## src/rtl/hec_pkg.sv

```systemverilog
// Shared types, constants and character tables for the HTML entity codec.
package hec_pkg;

  localparam int WINDOW_BYTES = 10;
  localparam int FILL_W       = $clog2(WINDOW_BYTES + 1);
  localparam int GLYPHS       = 25;
  localparam int GIDX_W       = $clog2(GLYPHS);
  localparam int QDEPTH       = 4;
  localparam int QPTR_W       = $clog2(QDEPTH);

  localparam logic [7:0] CH_AMP  = 8'h26;
  localparam logic [7:0] CH_SEMI = 8'h3B;

  localparam logic [1:0] FMT_NAMED = 2'd0;
  localparam logic [1:0] FMT_DEC   = 2'd1;
  localparam logic [1:0] FMT_HEX   = 2'd2;

  localparam logic [1:0] EM_BYTE = 2'd0;
  localparam logic [1:0] EM_ENT  = 2'd1;
  localparam logic [1:0] EM_UTF  = 2'd2;

  localparam logic [1:0] ADDR_DIRECTION = 2'd0;

  typedef struct packed {
    logic [7:0] data;
    logic       last;
    logic       semi;
  } item_t;

  typedef struct packed {
    logic              busy;
    logic [FILL_W-1:0] fill;
  } back_status_t;

  // UTF-8 sequences, right-justified, first byte highest
  localparam logic [2:0] GLEN [GLYPHS] = '{
    3'd1, 3'd1, 3'd1, 3'd1, 3'd1, 3'd1, 3'd1, 3'd1, 3'd2, 3'd2, 3'd3, 3'd3, 3'd2,
    3'd2, 3'd2, 3'd2, 3'd2, 3'd3, 3'd3, 3'd3, 3'd3, 3'd3, 3'd3, 3'd3, 3'd3};

  localparam logic [23:0] UTF8 [GLYPHS] = '{
    24'h000026, 24'h00003C, 24'h00003E, 24'h000022, 24'h000027, 24'h00002F,
    24'h000060, 24'h00003D, 24'h00C2A9, 24'h00C2AE, 24'hE284A2, 24'hE282AC,
    24'h00C2A3, 24'h00C2A5, 24'h00C2A2, 24'h00C2A7, 24'h00C2B6, 24'hE280A2,
    24'hE280A6, 24'hE28093, 24'hE28094, 24'hE28098, 24'hE28099, 24'hE2809C,
    24'hE2809D};

  // entity texts, right-justified, first character highest
  localparam logic [63:0] ENT_NAMED [GLYPHS] = '{
    64'("&amp;"), 64'("&lt;"), 64'("&gt;"), 64'("&quot;"), 64'("&#39;"),
    64'("&#x2F;"), 64'("&#x60;"), 64'("&#x3D;"), 64'("&copy;"), 64'("&reg;"),
    64'("&trade;"), 64'("&euro;"), 64'("&pound;"), 64'("&yen;"), 64'("&cent;"),
    64'("&sect;"), 64'("&para;"), 64'("&bull;"), 64'("&hellip;"), 64'("&ndash;"),
    64'("&mdash;"), 64'("&lsquo;"), 64'("&rsquo;"), 64'("&ldquo;"), 64'("&rdquo;")};

  localparam logic [63:0] ENT_DEC [GLYPHS] = '{
    64'("&#38;"), 64'("&#60;"), 64'("&#62;"), 64'("&#34;"), 64'("&#39;"),
    64'("&#x2F;"), 64'("&#x60;"), 64'("&#x3D;"), 64'("&#169;"), 64'("&#174;"),
    64'("&#8482;"), 64'("&#8364;"), 64'("&#163;"), 64'("&#165;"), 64'("&#162;"),
    64'("&#167;"), 64'("&#182;"), 64'("&#8226;"), 64'("&#8230;"), 64'("&#8211;"),
    64'("&#8212;"), 64'("&#8220;"), 64'("&#8221;"), 64'("&#8222;"), 64'("&#8223;")};

  localparam logic [63:0] ENT_HEX [GLYPHS] = '{
    64'("&#x26;"), 64'("&#x3C;"), 64'("&#x3E;"), 64'("&#x22;"), 64'("&#x27;"),
    64'("&#x2F;"), 64'("&#x60;"), 64'("&#x3D;"), 64'("&#169;"), 64'("&#174;"),
    64'("&#8482;"), 64'("&#8364;"), 64'("&#163;"), 64'("&#165;"), 64'("&#162;"),
    64'("&#167;"), 64'("&#182;"), 64'("&#8226;"), 64'("&#8230;"), 64'("&#8211;"),
    64'("&#8212;"), 64'("&#8220;"), 64'("&#8221;"), 64'("&#8222;"), 64'("&#8223;")};

  function automatic logic [63:0] ent_txt(logic [GIDX_W-1:0] g, logic [1:0] f);
    logic [63:0] t;
    case (f)
      FMT_NAMED: t = ENT_NAMED[g];
      FMT_DEC:   t = ENT_DEC[g];
      default:   t = ENT_HEX[g];
    endcase
    return t;
  endfunction

  function automatic logic [3:0] ent_len(logic [63:0] t);
    logic [3:0] n;
    n = 4'd0;
    for (int k = 0; k < 8; k++) begin
      if (t[k*8 +: 8] != 8'd0) n = 4'(k + 1);
    end
    return n;
  endfunction

  function automatic logic [2:0] lead_len(logic [7:0] b);
    logic [2:0] n;
    if ((b & 8'hE0) == 8'hC0) n = 3'd2;
    else if ((b & 8'hF0) == 8'hE0) n = 3'd3;
    else if ((b & 8'hF8) == 8'hF0) n = 3'd4;
    else n = 3'd1;
    return n;
  endfunction

endpackage

```

## src/rtl/hec_front.sv

```systemverilog
// Input front end: accepts stream bytes, tags semicolons, queues them for the engine.
module hec_front (
  input  logic           clk,
  input  logic           rst,
  input  logic [7:0]     in_byte,
  input  logic           in_last,
  input  logic           in_valid,
  output logic           in_stall,
  output hec_pkg::item_t q_item,
  output logic           q_valid,
  input  logic           q_pop
);
  import hec_pkg::*;

  item_t             mem [QDEPTH];
  logic [QPTR_W-1:0] wr_ptr;
  logic [QPTR_W-1:0] rd_ptr;
  logic [QPTR_W:0]   count;
  logic              push;
  logic              pop;

  assign in_stall = (count == (QPTR_W+1)'(QDEPTH));
  assign q_valid  = (count != '0);
  assign q_item   = mem[rd_ptr];
  assign push     = in_valid && !in_stall;
  assign pop      = q_pop && q_valid;

  always_ff @(posedge clk) begin
    if (push) begin
      mem[wr_ptr] <= '{data: in_byte, last: in_last, semi: (in_byte == CH_SEMI)};
    end
  end

  always_ff @(posedge clk) begin
    if (rst) begin
      wr_ptr <= '0;
      rd_ptr <= '0;
      count  <= '0;
    end else begin
      if (push) wr_ptr <= wr_ptr + 1'b1;
      if (pop)  rd_ptr <= rd_ptr + 1'b1;
      case ({push, pop})
        2'b10:   count <= count + 1'b1;
        2'b01:   count <= count - 1'b1;
        default: count <= count;
      endcase
    end
  end

endmodule

```

## src/rtl/hec_back.sv

```systemverilog
// Conversion engine: lookahead window, table match, byte emission and output register.
module hec_back (
  input  logic                  clk,
  input  logic                  rst,
  input  logic                  direction,
  input  logic [1:0]            entity_format,
  input  hec_pkg::item_t        q_item,
  input  logic                  q_valid,
  output logic                  q_pop,
  output logic [7:0]            out_byte,
  output logic                  out_last,
  output logic                  out_valid,
  input  logic                  out_stall,
  output hec_pkg::back_status_t status
);
  import hec_pkg::*;

  localparam logic [1:0] S_FETCH = 2'd0;
  localparam logic [1:0] S_EVAL  = 2'd1;
  localparam logic [1:0] S_EMIT  = 2'd2;

  logic [1:0]        state;
  logic [7:0]        win [WINDOW_BYTES];
  logic              semi_bits [WINDOW_BYTES];
  logic [FILL_W-1:0] fill;
  logic              lastf;

  logic [1:0]        em_src;
  logic [GIDX_W-1:0] em_g;
  logic [1:0]        em_f;
  logic [3:0]        em_len;
  logic [3:0]        em_k;
  logic [7:0]        em_byte;
  logic              em_fin;

  logic [1:0]        fmt;
  logic [7:0]        w0;
  logic [2:0]        n;
  logic              enc_hit;
  logic [GIDX_W-1:0] enc_g;
  logic [3:0]        semi_at;
  logic              semi_found;
  logic [4:0]        dlen;
  logic              dec_hit;
  logic [GIDX_W-1:0] dec_g;
  logic              enc_ok;
  logic              dec_ok;
  logic [63:0]       t;
  logic [3:0]        el;

  logic              ev_hold;
  logic [1:0]        ev_src;
  logic [GIDX_W-1:0] ev_g;
  logic [3:0]        ev_len;
  logic [7:0]        ev_byte;
  logic [FILL_W-1:0] ev_drop;
  logic [FILL_W-1:0] fill_left;
  logic [7:0]        win_sh [WINDOW_BYTES];
  logic              semi_sh [WINDOW_BYTES];

  logic              out_load;
  logic              em_end;
  logic [7:0]        cur_byte;
  logic [2:0]        bidx;
  logic [63:0]       cur_txt;
  logic [23:0]       cur_utf;

  assign fmt = (entity_format == 2'd3) ? FMT_NAMED : entity_format;
  assign w0  = win[0];
  assign n   = lead_len(w0);

  // encode table match
  always_comb begin
    enc_hit = 1'b0;
    enc_g   = '0;
    enc_ok  = 1'b0;
    for (int g = 0; g < GLYPHS; g++) begin
      enc_ok = (GLEN[g] == n) && ({1'b0, fill} >= (FILL_W+1)'(n));
      for (int k = 0; k < 3; k++) begin
        if (k < GLEN[g] && win[k] != UTF8[g][(GLEN[g]-1-k)*8 +: 8]) enc_ok = 1'b0;
      end
      if (enc_ok && !enc_hit) begin
        enc_hit = 1'b1;
        enc_g   = GIDX_W'(g);
      end
    end
  end

  // first semicolon after the ampersand
  always_comb begin
    semi_at = '0;
    for (int j = WINDOW_BYTES - 1; j >= 1; j--) begin
      if (j < fill && semi_bits[j]) semi_at = 4'(j);
    end
  end
  assign semi_found = (semi_at != '0);
  assign dlen       = {1'b0, semi_at} + 5'd1;

  // decode table match over all three forms
  always_comb begin
    dec_hit = 1'b0;
    dec_g   = '0;
    t       = '0;
    el      = '0;
    dec_ok  = 1'b0;
    for (int g = 0; g < GLYPHS; g++) begin
      for (int f = 0; f < 3; f++) begin
        t  = ent_txt(GIDX_W'(g), 2'(f));
        el = ent_len(t);
        dec_ok = semi_found && ({1'b0, el} == dlen);
        for (int k = 0; k < 8; k++) begin
          if (k < el && win[k] != t[(el-1-k)*8 +: 8]) dec_ok = 1'b0;
        end
        if (dec_ok && !dec_hit) begin
          dec_hit = 1'b1;
          dec_g   = GIDX_W'(g);
        end
      end
    end
  end

  always_comb begin
    ev_hold = 1'b0;
    ev_src  = EM_BYTE;
    ev_g    = '0;
    ev_len  = 4'd1;
    ev_byte = w0;
    ev_drop = FILL_W'(1);
    if (fill == '0) begin
      ev_hold = 1'b1;
    end else if (!direction) begin
      if ({1'b0, fill} < (FILL_W+1)'(n) && !lastf) begin
        ev_hold = 1'b1;
      end else if (enc_hit) begin
        ev_src  = EM_ENT;
        ev_g    = enc_g;
        ev_len  = ent_len(ent_txt(enc_g, fmt));
        ev_drop = FILL_W'(n);
      end
    end else begin
      if (w0 != CH_AMP) begin
        ev_byte = w0;
      end else if (!semi_found && fill < FILL_W'(WINDOW_BYTES) && !lastf) begin
        ev_hold = 1'b1;
      end else if (dec_hit) begin
        ev_src  = EM_UTF;
        ev_g    = dec_g;
        ev_len  = {1'b0, GLEN[dec_g]};
        ev_drop = FILL_W'(dlen);
      end else begin
        ev_byte = CH_AMP;
      end
    end
  end

  assign fill_left = fill - ev_drop;

  always_comb begin
    for (int i = 0; i < WINDOW_BYTES; i++) begin
      win_sh[i]  = win[i];
      semi_sh[i] = semi_bits[i];
      for (int d = 1; d <= WINDOW_BYTES; d++) begin
        if (ev_drop == FILL_W'(d) && i + d < WINDOW_BYTES) begin
          win_sh[i]  = win[i+d];
          semi_sh[i] = semi_bits[i+d];
        end
      end
    end
  end

  // current emitted byte
  assign bidx    = 3'(em_len - 4'd1 - em_k);
  assign cur_txt = ent_txt(em_g, em_f);
  assign cur_utf = UTF8[em_g];
  always_comb begin
    case (em_src)
      EM_ENT:  cur_byte = cur_txt[{bidx, 3'b000} +: 8];
      EM_UTF:  cur_byte = cur_utf[{bidx[1:0], 3'b000} +: 8];
      default: cur_byte = em_byte;
    endcase
  end

  assign out_load = !out_valid || !out_stall;
  assign em_end   = (em_k == em_len - 4'd1);
  assign q_pop    = (state == S_FETCH) && q_valid;

  assign status = '{busy: (state != S_FETCH) || out_valid, fill: fill};

  always_ff @(posedge clk) begin
    if (q_pop) begin
      win[fill[FILL_W-1:0]]       <= q_item.data;
      semi_bits[fill[FILL_W-1:0]] <= q_item.semi;
    end else if (state == S_EVAL && !ev_hold) begin
      for (int i = 0; i < WINDOW_BYTES; i++) begin
        win[i]       <= win_sh[i];
        semi_bits[i] <= semi_sh[i];
      end
    end
    if (state == S_EVAL && !ev_hold) begin
      em_src  <= ev_src;
      em_g    <= ev_g;
      em_f    <= fmt;
      em_len  <= ev_len;
      em_byte <= ev_byte;
      em_fin  <= lastf && (fill_left == '0);
    end
    if (out_load) begin
      out_byte <= cur_byte;
      out_last <= em_fin && em_end;
    end
  end

  always_ff @(posedge clk) begin
    if (rst) begin
      state     <= S_FETCH;
      fill      <= '0;
      lastf     <= 1'b0;
      em_k      <= '0;
      out_valid <= 1'b0;
    end else begin
      if (out_load) out_valid <= (state == S_EMIT);
      case (state)
        S_FETCH: begin
          if (q_pop) begin
            fill  <= fill + 1'b1;
            lastf <= q_item.last;
            state <= S_EVAL;
          end
        end
        S_EVAL: begin
          if (ev_hold) begin
            state <= S_FETCH;
          end else begin
            fill  <= fill_left;
            em_k  <= '0;
            state <= S_EMIT;
          end
        end
        S_EMIT: begin
          if (out_load) begin
            em_k <= em_k + 1'b1;
            if (em_end) state <= S_EVAL;
          end
        end
        default: state <= S_FETCH;
      endcase
    end
  end

endmodule

```

## src/rtl/html_entity_codec.sv

```systemverilog
// Top level of the HTML entity codec: register port, front queue and conversion engine.
// Flow: an accepted byte waits in the queue until the engine, in its fetch state, moves it into
// the lookahead window; the engine then evaluates the window and emits the result through the
// output register, one byte at a time as out_stall allows. A pass-through byte goes through fetch,
// evaluate, emit, evaluate the emptied window; an entity or UTF-8 expansion emits each byte in turn.
// Reset (rst, synchronous): empties the queue and the window, clears direction and format.
module html_entity_codec (
  input  logic        clk,
  input  logic        rst,
  input  logic        psel,
  input  logic        penable,
  input  logic        pwrite,
  input  logic [2:0]  paddr,
  input  logic [31:0] pwdata,
  output logic [31:0] prdata,
  output logic        pready,
  input  logic [7:0]  in_byte,
  input  logic        in_last,
  input  logic        in_valid,
  output logic        in_stall,
  output logic [7:0]  out_byte,
  output logic        out_last,
  output logic        out_valid,
  input  logic        out_stall
);
  import hec_pkg::*;

  logic         direction;
  logic [1:0]   entity_format;
  logic         wr_en;
  item_t        q_item;
  logic         q_valid;
  logic         q_pop;
  back_status_t status;

  assign pready = 1'b1;
  assign wr_en  = psel && penable && pwrite && pready;
  assign prdata = (paddr[2] == ADDR_DIRECTION[0]) ? {31'd0, direction}
                                                  : {30'd0, entity_format};

  always_ff @(posedge clk) begin
    if (rst) begin
      direction     <= 1'b0;
      entity_format <= FMT_NAMED;
    end else if (wr_en) begin
      if (paddr[2] == ADDR_DIRECTION[0]) direction <= pwdata[0];
      else entity_format <= pwdata[1:0];
    end
  end

  hec_front u_front (
    .clk      (clk),
    .rst      (rst),
    .in_byte  (in_byte),
    .in_last  (in_last),
    .in_valid (in_valid),
    .in_stall (in_stall),
    .q_item   (q_item),
    .q_valid  (q_valid),
    .q_pop    (q_pop)
  );

  hec_back u_back (
    .clk           (clk),
    .rst           (rst),
    .direction     (direction),
    .entity_format (entity_format),
    .q_item        (q_item),
    .q_valid       (q_valid),
    .q_pop         (q_pop),
    .out_byte      (out_byte),
    .out_last      (out_last),
    .out_valid     (out_valid),
    .out_stall     (out_stall),
    .status        (status)
  );

  a_fill_range: assert property (@(posedge clk) disable iff (rst)
    status.fill <= FILL_W'(WINDOW_BYTES))
    else $error("lookahead window overfilled");

  a_pop_fills: assert property (@(posedge clk) disable iff (rst)
    q_pop |=> (status.fill != '0) && status.busy)
    else $error("queued byte did not enter the window");

  a_last_busy: assert property (@(posedge clk) disable iff (rst)
    (out_valid && !out_stall && !out_last) |-> status.busy)
    else $error("engine went idle mid-transaction");

endmodule

```

## config.mk

```make
export PLATFORM = sky130hd
export DESIGN_NAME = html_entity_codec
export DESIGN_NICKNAME = d
export VERILOG_FILES = /design/src/rtl/hec_pkg.sv /design/src/rtl/hec_front.sv /design/src/rtl/hec_back.sv /design/src/rtl/html_entity_codec.sv
export SDC_FILE = /design/constraint.sdc
export NUM_CORES = 1
export LEC_CHECK = 0
export CAP_MARGIN = 25
export CELL_PAD_IN_SITES_DETAIL_PLACEMENT = 1
export CELL_PAD_IN_SITES_GLOBAL_PLACEMENT = 1
export CORE_MARGIN = 4
export CORE_UTILIZATION = 30
export DETAILED_ROUTE_END_ITERATION = 6
export DONT_BUFFER_PORTS = 1
export GPL_TIMING_DRIVEN = 0
export PLACE_DENSITY_LB_ADDON = 0.05
export SLEW_MARGIN = 10
export SYNTH_ARGS = -nofsm -noshare
export SYNTH_HDL_FRONTEND = slang
export SYNTH_HIERARCHICAL = 1
export SYNTH_SLANG_ARGS = --single-unit
```

## constraint.sdc

```tcl
create_clock -name clk -period 10.4 [get_ports clk]
set_input_delay 0.52 -clock clk [delete_from_list [all_inputs] [get_ports clk]]
set_output_delay 0.52 -clock clk [all_outputs]
set_load 0.01 [all_outputs]
```

== After elaboration in Yosys (flattened, before gate mapping) ==
Memories as Yosys holds them, arrays and structs flattened. A register that Yosys moved wholly into a read port is not among the register bits.
Cells that the tools add are included.
Word-level totals
  word-level logic and storage cells: 1087
  output and inout bits: 44
  bits in read-only memories: 13152
  bits in writable memories: 130
  input bits: 51
  memories: 11
  register bits after elaboration: 53
Cells by class
  reductions and logical operators: 258
  $add $sub $neg: 10
  $lt $le $gt $ge: 15
  bitwise logic cells: 4
  shift operators: 2
  multiplexer cells: 615
  equal/unequal tests: 154
Memories
  (name not given): words 32, bits a word 64, read ports 1, clocked after Yosys merged registers in 0, wr ports 0, RTL line hec_pkg.sv:74  | default: t = ENT_HEX[g];
  (name not given): words 32, bits a word 64, read ports 1, clocked after Yosys merged registers in 0, wr ports 0, RTL line hec_pkg.sv:73  | FMT_DEC: t = ENT_DEC[g];
  (name not given): words 32, bits a word 64, read ports 1, clocked after Yosys merged registers in 0, wr ports 0, RTL line hec_pkg.sv:72  | FMT_NAMED: t = ENT_NAMED[g];
  (name not given): words 32, bits a word 64, read ports 1, clocked after Yosys merged registers in 0, wr ports 0, RTL line hec_pkg.sv:74
  (name not given): words 32, bits a word 64, read ports 1, clocked after Yosys merged registers in 0, wr ports 0, RTL line hec_pkg.sv:73
  (name not given): words 32, bits a word 64, read ports 1, clocked after Yosys merged registers in 0, wr ports 0, RTL line hec_pkg.sv:72
  5 more memories
Operators by type and width (number)
  64-bit 2-to-1 mux: 16
  5-bit 2-to-1 mux: 100
  8-bit by 7-bit != test with 1-bit output, second input constant: 55
  8-bit 2-to-1 mux: 51
  1-bit 2-to-1 mux: 387
  8-bit by 6-bit != test with 1-bit output, second input constant: 41
  64-bit case mux with 2 select lines: 2
  8-bit != test, second input constant: 21
  1-bit logical AND: 126
  4-bit 2-to-1 mux: 30
  1-bit zero test: 104
  8-bit nonzero test: 8
  64-bit by 7-bit variable part select with 8-bit output: 1
  24-bit 2-to-1 mux: 2
  3-bit 2-to-1 mux: 10
  2-bit 2-to-1 mux: 12
  24-bit by 6-bit variable part select with 8-bit output: 1
  3-bit by 5-bit equality test with 1-bit output, first input constant: 4
  6-bit greater-or-equal comparator, second input constant: 3
  5-bit inverter with 6-bit output: 3
  4-bit by 3-bit equality test with 1-bit output, second input constant: 4
  3-bit by 4-bit less-than comparator with 1-bit output, first input constant: 4
  4-bit case mux with 2 select lines: 2
  8-bit case mux with 2 select lines: 1
  42 further kinds: 70

== Depth between registers and ports, before layout ==
  depth in word-level cells: 258
  mapped depth: 28
  depth with buffers taken out: 25

== Hierarchy ==
The synthesis kept the hierarchy.
Modules (own cells, without submodules)
  hec_back: times used 1, cells each 2158, sequential area each 3843.7 um^2, area an instance 15786.4 um^2
  hec_front: times used 1, cells each 107, sequential area each 1381.3 um^2, area an instance 1935.6 um^2
  html_entity_codec: times used 1, cells each 48, sequential area each 60.1 um^2, area an instance 400.4 um^2

== Least setup slack after synthesis ==
No wires, ideal clock.
  path type: register -> register
  start point: register u_back.fill[1]
  end point: register u_back.fill[3]
  clock period less this slack: 5595 ps
  data required time: 10268 ps
  library setup time: 132 ps
  cell stages (with the launch flop): 28
  path buffers: 2
  path slack: 4805 ps
  data arrival time: 5463 ps
  path through: dfxtp_1 buf_2 inv_1 ha_1 nor2b_1 o21ai_1 o211a_1 o21ai_1 nand2_1 ha_1 and3b_1 nand4_1 nor4_1 a311oi_1 o311ai_0 a2111oi_1 nand4b_2 a32oi_1 clkbuf_1 ha_1 inv_1 a21o_1 a21oi_1 xnor2_1 and4_1 o21ai_0 o211ai_1 a21oi_1
On the way
  longest elaborated chain between the ends: 250
  elaborated cells between the ends (all ways): 587
  classes of those cells: add/sub (3); order compare (12); eq/ne (6); mux (346); reduce/logical (220)
RTL lines
  start: declaration: RTL line hec_back.sv:25  | logic [FILL_W-1:0] fill;
  start signal: assignment: RTL line hec_back.sv:225  | fill <= fill + 1'b1;
  start signal: assignment: RTL line hec_back.sv:234  | fill <= fill_left;
  4-bit less-than comparator: RTL line hec_back.sv:93  | if (j < fill && semi_bits[j]) semi_at = 4'(j);
  1-bit logical AND: RTL line hec_back.sv:93
  4-bit 2-to-1 mux (9 in series): RTL line hec_back.sv:93
  4-bit by 1-bit adder with 5-bit output: RTL line hec_back.sv:97  | assign dlen = {1'b0, semi_at} + 5'd1;
  3-bit by 5-bit equality test with 1-bit output: RTL line hec_back.sv:110  | dec_ok = semi_found && ({1'b0, el} == dlen);
  1-bit logical AND: RTL line hec_back.sv:110
  1-bit 2-to-1 mux (5 in series): RTL line hec_back.sv:112  | if (k < el && win[k] != t[(el-1-k)*8 +: 8]) dec_ok = 1'b0;
  1-bit 2-to-1 mux: RTL line hec_back.sv:114  | if (dec_ok && !dec_hit) begin
  (+222 left out)
  4-bit 2-to-1 mux: RTL line hec_back.sv:145  | end else if (dec_hit) begin
  4-bit 2-to-1 mux: RTL line hec_back.sv:143  | end else if (!semi_found && fill < FILL_W'(WINDOW_BYTES) && !lastf) begin
  4-bit 2-to-1 mux: RTL line hec_back.sv:141  | if (w0 != CH_AMP) begin
  4-bit 2-to-1 mux: RTL line hec_back.sv:131  | end else if (!direction) begin
  4-bit 2-to-1 mux: RTL line hec_back.sv:129  | if (fill == '0) begin
  4-bit subtractor: RTL line hec_back.sv:156  | assign fill_left = fill - ev_drop;
  4-bit 2-to-1 mux: RTL line hec_back.sv:231  | if (ev_hold) begin
  4-bit case mux with 2 select lines: RTL line hec_back.sv:222  | case (state)
Several ways; a longest one is shown, not always the timed one. The select of a mux whose other input is x is not followed.
A chain may end at the register's enable or synchronous reset.

== Final worst setup path ==
Same ends and word-level chain as after synthesis.

==> metrics <==
clk slew on worst S/H paths=~0.080 ns; RD Place Congestion=1.01; power density cells=214 mW/mm^2; Tmin final=9.30 ns; Layout area overhead=10.4%; Final nets=2471; WL/cell=33.6 um; synthesized cell area=0.0181 sq mm; unrepaired setup endpoints after global routing=false; most common cell after layout, fill and taps aside=nand2_1; R2R Setup Slk=~1.1 ns; Crit Path Max Fanout=10; CTS root buffer=clkbuf_16; Sw Pwr=between 2 and 2.5 mW; Leak=6.63 nW; initial drt markers=roughly 2200; Min-Delay Path Class=in -> reg; dpl hpwl=82300 um; I/O pin cnt=95; Mapped Cells=2312; initial antenna violation count=0; Ys Warns=6; initial core utilization=a little under a third; post_cts resized=0; Vias=between 20000 and 25000; antenna cells=0; Worst-Margin Slew=approximately 1.2 ns; core area=between 0.05 and 0.06 sq mm; drt via density=6.49; Die Height=254 um; WP data required=10.78 ns; Final ANT Viol Nets=0; largest net degree at the start of global routing=23; Die X=254 um; Critical R2R Launch=u_back/fill[1]; hold_buf cts=0; CP Launch Type=register; max cap viols=0; R2R Path End=u_back/fill[3]; total die area=between 0.06 and 0.07 sq mm; CP Capture Point=u_back/fill[3]; Slew headroom=20.2%; router iterations before antenna repair=5; clock tree sinks=184; I/O Buffers=0; setup TNS=0 ns; max-slew violations=0; clk_skew=0.0204 ns; CP endpoint kind=register; grt ovf=0; P_int=2.02 mW; Routed WL=106000 um; fmax=108 MHz; R2R cell count=27; worst-skew pair later-pin latency=0.47 ns; first-pass GRT wire length=151000 um; Avg Inst Size Synth=7.84 sq um; number of global-route vias before repair=20300; WS Path Type=reg -> reg; Seq pwr share=roughly 28%; CP arrival=9.68 ns; commonest non-fill, non-tap cells in the layout=nand2_1, o21ai_0, edfxtp_1; Clock Power Share=16.3%; count of final setup violators=0; H-tree Lvls=4; final hold vios=0; Min Hold Slack=0.126 ns; CTS tree=done; gr usage total=32.1%; Critical Path Source=u_back/fill[1]; CTS Buffer Depth=2; Switching Share=52.7%; Period Utilization, post-route=89.4%; layout cells sized above 1=8.67%; postcts setup bufs=0; status=finished clean; Max VDD drop=0.143 mV; row count=89; total CTS buffers=17; DR DRC count=0; Comb power frac=55.1%
## power groups by stage
| stage | combinational (mW) | clock (mW) | sequential [mW] |
|---|---|---|---|
| CTS | 2.29 | 0.723 | 1.22 |
| global placement | 2.25 | 0 | 1.23 |
| global route | 2.48 | 0.750 | 1.23 |
| floorplan | 1.37 | 0 | 1.15 |
| detailed placement | 2.28 | 0 | 1.23 |
| finish | 2.36 | 0.699 | 1.22 |
## through the flow
stage          instances  total power, mW  area (sq um)  worst slack, ns  utilization, %
2_1_floorplan       2341             2.52         18200             4.80               -
3_3_place_gp        3114             3.48         19200             1.39            32.3
3_5_place_dp        3127             3.51         19400             1.43            32.6
4_1_cts             3159             4.23         20000             1.37            33.7
5_1_grt             3161             4.46         20000            0.796            33.7
6_report            3161             4.28         20000             1.10            33.7
## worst min-delay path by stage
stage | end | slack, ns | cells past startpoint | from
finish | u_back/em_k[2] | 0.13 | 1 | rst
global route | u_front/mem[0][6] | 0.10 | 0 | in_byte[4]
CTS | u_back/em_k[2] | 0.1 | 1 | rst
detailed placement | u_front/wr_ptr[1] | 0.51 | 2 | u_front/wr_ptr[1]
global placement | u_front/wr_ptr[1] | 0.50 | 2 | u_front/wr_ptr[1]
floorplan | entity_format[1] | 0.47 | 2 | entity_format[1]
## state kept, by name, indices dropped and copies added (netlist names), 3 cells and up, named ones only
name              cells
u_back/win           80
u_back/fill           4
u_back/semi_bits      9
u_back/em_len         4
u_back/em_k           4
u_front/mem          40
u_back/out_byte       8
u_back/em_g           5
u_back/em_byte        8
u_front/count         3
## critical path: stages (launching register included)
cell       delay, ns
dfxtp_1         0.57
buf_2           0.33
inv_1           0.16
ha_1            0.28
nor2b_1         0.22
o21ai_1         0.14
o211a_1         0.18
o21ai_1         0.76
nand2_1         0.37
ha_1            0.43
and3b_1         0.40
nand4_1         0.39
a2111oi_0       0.14
a211oi_1        0.43
o311ai_0        0.29
a2111oi_1       0.83
nand4b_2        0.57
a32oi_1         0.57
clkbuf_1        0.58
ha_1            0.32
inv_1           0.06
a21o_1          0.17
a21oi_1         0.18
xnor2_1         0.09
and4_1          0.22
o21ai_0         0.17
o211ai_1        0.12
a21oi_1         0.20
## metal layers
layer | wire length, um | vias up | track usage [%] | share of wire (%)
li1 | - | 8875 | - | -
met1 | 45000 | 10300 | 43.1 | 42
met2 | 48300 | 1100 | 51.6 | 45
met3 | 7690 | 227 | 4.67 | 7.2
met4 | 5170 | 0 | 14.0 | 4.9
met5 | 0 | - | 0 | 0
## final cells by class
cell class	count	area (sq um)
Tap cell	773	967
Clock buffer	17	425
Multi-Input combinational cell	1866	11700
Buffer	225	1060
Sequential cell	184	5290
Clock inverter	15	209
Inverter	66	248
Fill cell	7211	39300
Timing Repair Buffer	15	134
(Power assumes the default switching activity.)
